$ cat src/rtl/ilie_pkg.sv
`default_nettype none
// ----------------------------------------------------------------------------
// ilie_pkg: shared types and codes for the indexed list
// Request and response payloads, operation codes and status codes.
// ----------------------------------------------------------------------------
package ilie_pkg;

    localparam int POS_W     = 7;
    localparam int DATA_IN_W = 32;
    localparam int COUNT_W   = 7;

    // operation codes
    localparam logic [1:0] OP_INSERT = 2'd0;
    localparam logic [1:0] OP_APPEND = 2'd1;
    localparam logic [1:0] OP_ERASE  = 2'd2;
    localparam logic [1:0] OP_READ   = 2'd3;

    // status codes
    localparam logic [1:0] ST_DONE      = 2'd0;
    localparam logic [1:0] ST_BAD_INDEX = 2'd1;
    localparam logic [1:0] ST_FULL      = 2'd2;

    typedef struct packed {
        logic [1:0]                  opcode;
        logic [POS_W-1:0]            position;
        logic signed [DATA_IN_W-1:0] data_in;
    } req_t;

    typedef struct packed {
        logic signed [DATA_IN_W-1:0] read_data;
        logic [1:0]                  status;
        logic [COUNT_W-1:0]          count;
    } rsp_t;

endpackage
`default_nettype wire

$ cat src/rtl/indexed_list_insert_erase.sv
`default_nettype none
// ----------------------------------------------------------------------------
// indexed_list_insert_erase: ordered list with insert, append, erase, read
// Entries sit in a single-port-write, registered-read memory; insert and
// erase move the tail one entry at a time under a small sequencer.
// ----------------------------------------------------------------------------
//  channel | direction | handshake          | payload
//  --------+-----------+--------------------+------------------------------
//  req     | in        | req_valid/req_stall | opcode, position, data_in
//  rsp     | out       | rsp_valid/rsp_stall | read_data, status, count
//
//  append and rejected transactions go straight to the finish state; read waits
//  for the registered memory read; insert and erase move each entry of the
//  tail through the memory's one read and one write port (each moved entry is
//  a read cycle then a write cycle)
//  reset clears the count and the sequencer; memory contents are not cleared
//  req_stall is high while a transaction is in progress; a finished response
//  waits in the output register while the next request is taken
// ----------------------------------------------------------------------------
module indexed_list_insert_erase #(
    parameter int DEPTH      = 64,
    parameter int DATA_WIDTH = 32
) (
    input  wire logic          clk,
    input  wire logic          rst_n,
    input  wire logic          req_valid,
    output logic               req_stall,
    input  wire ilie_pkg::req_t req,
    output logic               rsp_valid,
    input  wire logic          rsp_stall,
    output ilie_pkg::rsp_t     rsp
);

    localparam int AW   = (DEPTH > 1) ? $clog2(DEPTH) : 1;
    localparam int CW   = $clog2(DEPTH + 1);
    localparam int CMPW = (CW > ilie_pkg::POS_W) ? CW : ilie_pkg::POS_W;

    localparam logic [2:0] S_IDLE      = 3'd0;
    localparam logic [2:0] S_SHIFT_RD  = 3'd1;
    localparam logic [2:0] S_SHIFT_WR  = 3'd2;
    localparam logic [2:0] S_READ_WAIT = 3'd3;
    localparam logic [2:0] S_FINISH    = 3'd4;

    logic [DATA_WIDTH-1:0] mem [DEPTH];

    logic [2:0]            state_reg, state_next;
    logic [1:0]            op_reg, op_next;
    logic [AW-1:0]         pos_reg, pos_next;
    logic [AW-1:0]         idx_reg, idx_next;
    logic [CW-1:0]         cnt_reg, cnt_next;
    logic [DATA_WIDTH-1:0] val_reg, val_next;
    logic [1:0]            st_reg, st_next;
    logic signed [ilie_pkg::DATA_IN_W-1:0] rd_reg, rd_next;
    logic [DATA_WIDTH-1:0] rdata_reg;
    logic                  rsp_valid_reg, rsp_valid_next;
    ilie_pkg::rsp_t        rsp_reg, rsp_next;

    logic                  mem_we;
    logic [AW-1:0]         mem_waddr;
    logic [DATA_WIDTH-1:0] mem_wdata;
    logic                  mem_re;
    logic [AW-1:0]         mem_raddr;

    logic                  accept;
    logic [CMPW-1:0]       pos_ext, cnt_ext;
    logic signed [63:0]    in_ext, rd_ext;
    logic [DATA_WIDTH-1:0] in_val;
    logic                  is_insert;
    logic [CW-1:0]         step;
    logic                  more_work;
    logic                  rsp_free;

    assign req_stall = (state_reg != S_IDLE);
    assign accept    = req_valid && !req_stall;
    assign rsp_valid = rsp_valid_reg;
    assign rsp       = rsp_reg;
    assign rsp_free  = !rsp_valid_reg || !rsp_stall;

    assign pos_ext = CMPW'(req.position);
    assign cnt_ext = CMPW'(cnt_reg);
    assign in_ext  = 64'(req.data_in);
    assign in_val  = in_ext[DATA_WIDTH-1:0];
    assign rd_ext  = 64'(signed'(rdata_reg));

    // shared index unit: one adder and the loop-end compare
    assign is_insert = (op_reg == ilie_pkg::OP_INSERT);
    assign step      = is_insert ? CW'(idx_reg) - CW'(1) : CW'(idx_reg) + CW'(1);
    assign more_work = is_insert ? (idx_reg > pos_reg) : (step < cnt_reg);

    always_comb
    begin
        state_next     = state_reg;
        op_next        = op_reg;
        pos_next       = pos_reg;
        idx_next       = idx_reg;
        cnt_next       = cnt_reg;
        val_next       = val_reg;
        st_next        = st_reg;
        rd_next        = rd_reg;
        rsp_valid_next = rsp_valid_reg && rsp_stall;
        rsp_next       = rsp_reg;
        mem_we         = 1'b0;
        mem_waddr      = idx_reg;
        mem_wdata      = rdata_reg;
        mem_re         = 1'b0;
        mem_raddr      = step[AW-1:0];

        unique case (state_reg)
            S_IDLE:
            begin
                if (accept)
                begin
                    op_next  = req.opcode;
                    pos_next = AW'(req.position);
                    val_next = in_val;
                    st_next  = ilie_pkg::ST_DONE;
                    rd_next  = '0;
                    state_next = S_FINISH;
                    unique case (req.opcode)
                        ilie_pkg::OP_INSERT:
                        begin
                            if (pos_ext > cnt_ext)
                                st_next = ilie_pkg::ST_BAD_INDEX;
                            else if (cnt_reg == CW'(DEPTH))
                                st_next = ilie_pkg::ST_FULL;
                            else
                            begin
                                idx_next   = AW'(cnt_reg);
                                state_next = S_SHIFT_RD;
                            end
                        end
                        ilie_pkg::OP_APPEND:
                        begin
                            if (cnt_reg == CW'(DEPTH))
                                st_next = ilie_pkg::ST_FULL;
                            else
                            begin
                                mem_we    = 1'b1;
                                mem_waddr = AW'(cnt_reg);
                                mem_wdata = in_val;
                                cnt_next  = cnt_reg + CW'(1);
                            end
                        end
                        ilie_pkg::OP_ERASE:
                        begin
                            if (pos_ext >= cnt_ext)
                                st_next = ilie_pkg::ST_BAD_INDEX;
                            else
                            begin
                                idx_next   = AW'(req.position);
                                state_next = S_SHIFT_RD;
                            end
                        end
                        default:
                        begin
                            if (pos_ext >= cnt_ext)
                                st_next = ilie_pkg::ST_BAD_INDEX;
                            else
                            begin
                                mem_re     = 1'b1;
                                mem_raddr  = AW'(req.position);
                                state_next = S_READ_WAIT;
                            end
                        end
                    endcase
                end
            end
            S_SHIFT_RD:
            begin
                if (more_work)
                begin
                    mem_re     = 1'b1;
                    state_next = S_SHIFT_WR;
                end
                else if (is_insert)
                begin
                    // tail moved up, drop the new value into the gap
                    mem_we     = 1'b1;
                    mem_waddr  = pos_reg;
                    mem_wdata  = val_reg;
                    cnt_next   = cnt_reg + CW'(1);
                    state_next = S_FINISH;
                end
                else
                begin
                    cnt_next   = cnt_reg - CW'(1);
                    state_next = S_FINISH;
                end
            end
            S_SHIFT_WR:
            begin
                mem_we     = 1'b1;
                idx_next   = step[AW-1:0];
                state_next = S_SHIFT_RD;
            end
            S_READ_WAIT:
            begin
                rd_next    = rd_ext[ilie_pkg::DATA_IN_W-1:0];
                state_next = S_FINISH;
            end
            S_FINISH:
            begin
                if (rsp_free)
                begin
                    rsp_valid_next     = 1'b1;
                    rsp_next.read_data = rd_reg;
                    rsp_next.status    = st_reg;
                    rsp_next.count     = ilie_pkg::COUNT_W'(cnt_reg);
                    state_next         = S_IDLE;
                end
            end
            default:
            begin
                state_next = S_IDLE;
            end
        endcase
    end

    always_ff @(posedge clk or negedge rst_n)
    begin
        if (!rst_n)
        begin
            state_reg     <= S_IDLE;
            cnt_reg       <= '0;
            rsp_valid_reg <= 1'b0;
        end
        else
        begin
            state_reg     <= state_next;
            cnt_reg       <= cnt_next;
            rsp_valid_reg <= rsp_valid_next;
        end
    end

    always_ff @(posedge clk)
    begin
        op_reg  <= op_next;
        pos_reg <= pos_next;
        idx_reg <= idx_next;
        val_reg <= val_next;
        st_reg  <= st_next;
        rd_reg  <= rd_next;
        rsp_reg <= rsp_next;
    end

    // list storage
    always_ff @(posedge clk)
    begin
        if (mem_we)
            mem[mem_waddr] <= mem_wdata;
    end

    always_ff @(posedge clk)
    begin
        if (mem_re)
            rdata_reg <= mem[mem_raddr];
    end

    a_count_bound: assert property (@(posedge clk) disable iff (!rst_n)
        cnt_reg <= CW'(DEPTH))
        else $error("entry count above depth");

    a_count_step: assert property (@(posedge clk) disable iff (!rst_n)
        (cnt_reg == $past(cnt_reg)) || (cnt_reg == $past(cnt_reg) + CW'(1))
        || (cnt_reg == $past(cnt_reg) - CW'(1)))
        else $error("entry count moved by more than one");

    a_full_count: assert property (@(posedge clk) disable iff (!rst_n)
        rsp_valid_reg && (rsp_reg.status == ilie_pkg::ST_FULL)
        |-> (rsp_reg.count == ilie_pkg::COUNT_W'(DEPTH)))
        else $error("full status with list not full");

    a_fail_no_data: assert property (@(posedge clk) disable iff (!rst_n)
        rsp_valid_reg && (rsp_reg.status != ilie_pkg::ST_DONE)
        |-> (rsp_reg.read_data == '0))
        else $error("failed transaction returned data");

endmodule
`default_nettype wire
$ cat config.mk
export PLATFORM = sky130hd
export DESIGN_NAME = indexed_list_insert_erase
export DESIGN_NICKNAME = d
export VERILOG_FILES = /design/src/rtl/ilie_pkg.sv /design/src/rtl/indexed_list_insert_erase.sv
export SDC_FILE = /design/constraint.sdc
export NUM_CORES = 2
export LEC_CHECK = 0
export BUFFER_PORTS_ARGS = -buffer_cell sky130_fd_sc_hd__buf_2
export CAP_MARGIN = 10
export CORE_MARGIN = 2
export CORE_UTILIZATION = 25
export DETAILED_ROUTE_END_ITERATION = 8
export RECOVER_POWER = 50
export SLEW_MARGIN = 20
export SYNTH_ARGS = -nofsm -noshare
export SYNTH_HDL_FRONTEND = slang
export SYNTH_SLANG_ARGS = --single-unit
$ cat constraint.sdc
create_clock -name clk -period 11.51 [get_ports clk]
set_input_delay 0.5755 -clock clk [delete_from_list [all_inputs] [get_ports clk]]
set_output_delay 0.5755 -clock clk [all_outputs]
set_load 0.005 [all_outputs]
==> results.py <==
metrics = {
    "logic_synthesis": {
        "yosysMostFrequentCell": "edfxtp_1",
        "yosysSeqAreaShare_pct": 77.5,
        "avgSynthCellArea_sq_um": 16.7,
        "synthFlopType": "edfxtp_1",
        "synth_top_area_share_pct": 77.1,
        "synth_async_sr_flop_share_pct": 0.497,
        "synth-seq-cells": 2212,
        "yosysWarnings": 0,
        "syn-num-nets": 5182,
        "synth.area.top_cells": "edfxtp_1, mux4_2, nand2_1, nand3_1, a22oi_1",
        "synth_edf_count": 2201,
        "synth_area_leader_cell": "edfxtp_1",
        "netlist_area_sq_mm": 0.0857,
        "synthTopCellsByCount": "edfxtp_1, nand2_1, nand3_1",
        "ys_types": 66,
        "synth_cells": 5115,
    },
    "setup_path": {
        "cp_top_family": "buffers and inverters",
        "crit_type": "reg2reg",
        "path_cells": "inv_1, ha_1, nor2b_1, o21a_1, o21a_1, o21a_1, o211a_1, nor3_1, clkbuf_1, nor2_1, clkbuf_1, nand2_1, nand2_2, clkbuf_1",
        "rrSetupSlack_ps": 3720,
        "r2r_end": "mem[34][14]",
        "worst_setup_path_start_kind": "flip-flop",
        "crit_fanout": 64,
        "worstPathRequired_ps": 11670,
        "max_stage_delay_ps": 2260,
        "worstSetupEndpointType": "flip-flop",
        "rr_startpoint": "idx_reg[0]",
        "cpMaxStageDelayCell": "clkbuf_1",
        "path_buf_inv": 4,
        "worstPathArrival_ps": 7950,
        "r2r_cells": 14,
    },
    "power": {
        "power_density_mw_per_mm2": 281,
        "p_int_uw": 17500,
        "switchingPower_uw": 10400,
        "ir_drop_v": 0.000366,
        "p_clk_share_pct": 24.3,
        "swShare_pct": 37.3,
        "p_comb_share_pct": 35.2,
        "p_leak_uw": 0.0312,
        "power_frac_seq_pct": 40.5,
    },
    "finish": {
        "drive_above_1_share_pct": 15.0,
        "largest_reg_flops": 2048,
        "fin_area_sq_mm": 0.0993,
        "fin_nets": 5374,
        "fin_util_pct": 29.2,
        "final_cells": 10000,
        "syn2layout_area_growth_pct": 15.9,
    },
    "sta": {
        "maxSlewHeadroom_pct": -204,
        "rsz0062_at_grt": "false",
        "min_period_ps": 7790,
        "clock.fmax_mhz": 128,
        "finalCritPeriodShare_pct": 67.6,
        "final_max_slew_viol_count": 2235,
        "worst_pin_slew_ps": 4510,
        "finalSetupTns_ps": 0,
        "setup_viol": 0,
        "layout_setup_ws_ps": 3720,
        "hold_viol_final": 0,
        "clock_skew_ps": 47.5,
    },
    "die": {
        "rows": 214,
        "ios": 88,
        "die_h_um": 589,
        "core_area_sq_mm": 0.340,
        "start_util_pct": 25.2,
        "chipWidth_um": 589,
        "die_area_sq_mm": 0.347,
    },
    "placed_design": {
        "place_ws_ps": 5160,
        "hpwl_um": 131000,
        "dpl_cell_area_sq_mm": 0.0924,
        "port_buffers": 87,
        "dp.cells": 9592,
        "place.gp.congestion": 0.864,
    },
    "detailed_routing": {
        "ant_nets": 0,
        "detail_route.first_pass.iterations": 9,
        "drc": 0,
        "wl_per_cell_um": 24.0,
        "top_layer": "met5",
        "wl_met1_um": 97000,
        "via_per_inst": 4.84,
        "drt_iter0_drc": 6520,
        "met2_wirelength_um": 113000,
        "met3_length_um": 24200,
        "via_count": 48500,
        "drt_wl_total_um": 240000,
    },
    "outcome": {
        "violations": "max-capacitance violations, max-slew violations",
        "status": "finished with violations",
    },
    "clock_tree": {
        "cts_tree": "done",
        "path_clk_slew_ps": 60,
        "h-tree-depth": 4,
        "cts-root-buf": "clkbuf_16",
        "cts.repair.resized": 0,
        "cts_sinks": 2212,
        "clockBufferDepth": 3,
        "cts_inserted_buffers": 213,
        "clk_latency_ps": 870,
    },
    "global_routing": {
        "grt_start_max_net_pins": 168,
        "grt_pass1_wl_um": 342000,
        "antenna_found_initial": 21,
        "grt.overflow.total": 0,
        "grt_usage_pct": 13.4,
        "grt_pass1_vias": 47000,
    },
    "min_path": {
        "hold_start": "req_valid",
        "hold_class": "in2reg",
        "hold_path_end": "state_reg[0]",
        "min_path_cells": 3,
    },
    "job": {
        "drv_cap": 38,
    },
}
-- per-stage QoR --
stage | power (uW) | hold WS [ps]
after CTS | 27800 | 3.00
after global routing | 28900 | 168
after detailed placement | 21100 | 408
after global placement | 20900 | 407
after floorplan | 17000 | 280
final | 27900 | 148
-- cell type report --
cell class | instances | area (sq um)
multi-input cells | 2594 | 18700
repair buffers | 264 | 1750
inverters | 22 | 82.6
clock inverters | 147 | 1240
clock buffers | 248 | 5500
flip-flops and latches | 2212 | 66400
fillers | 33400 | 241000
well taps | 4536 | 5680
diodes | 6 | 15.0
-- worst reg2reg max path, stage by stage, from the launching register on --
cell and delay, ps:
edfxtp_1 600, inv_1 250, ha_1 240, nor2b_1 140, o21a_1 130, o21a_1 100
o21a_1 130, o211a_1 250, nor3_1 80, clkbuf_1 810, nor2_1 390, clkbuf_1 1280
nand2_1 210, nand2_2 120, clkbuf_1 2260
-- worst max-delay path by stage --
stage          slack, ps             to  cells after the start        from
2_1_floorplan       6090   rdata_reg[0]                     14   op_reg[1]
3_3_place_gp        5200  rdata_reg[10]                     14     req[32]
3_5_place_dp        5160  rdata_reg[30]                     14     req[32]
4_1_cts             5510  rdata_reg[30]                     12  cnt_ext[0]
5_1_grt             3050     mem[33][1]                     14  idx_reg[0]
6_report            3720    mem[34][14]                     14  idx_reg[0]
-- metal layers --
metal	GRT usage (%)	vias to the layer above
met5	0	-
met2	21.7	2548
li1	-	20400
met1	18.4	25200
met4	3.65	2
met3	2.63	368
-- logic make-up after synthesis --
kind of cell               share of synthesized area (%)
buffers and inverters                               1.57
muxes                                               7.64
AOI/OAI and AO/OA                                   3.69
xor gates and xnor gates                           0.112
adders and majority gates                          0.321
DFF                                                 77.5
and+or+nand+nor                                     9.20
-- what timing repair did --
action,CTS,global route
hold buffers,36,0
hold endpoints to repair,46,0
setup buffers,0,0
-- power by group through the flow --
stage / clock, uW / sequential (uW) / combinational (uW)
6_report: 6790 / 11300 / 9810
2_1_floorplan: 0 / 11100 / 5950
3_5_place_dp: 0 / 11300 / 9790
3_3_place_gp: 0 / 11200 / 9610
5_1_grt: 7190 / 11300 / 10400
4_1_cts: 6890 / 11100 / 9820
-- cells in the final DEF, fill, tap and decap left out, types with 72 or more instances in the layout --
cell	count
clkbuf_1	122
a32oi_1	73
mux4_2	256
nand3_1	423
nand2_1	1037
nand4_1	81
a22oi_1	159
buf_4	109
mux2i_1	72
edfxtp_1	2201
clkbuf_16	215
Note: power is estimated with default switching activity, not from simulation.
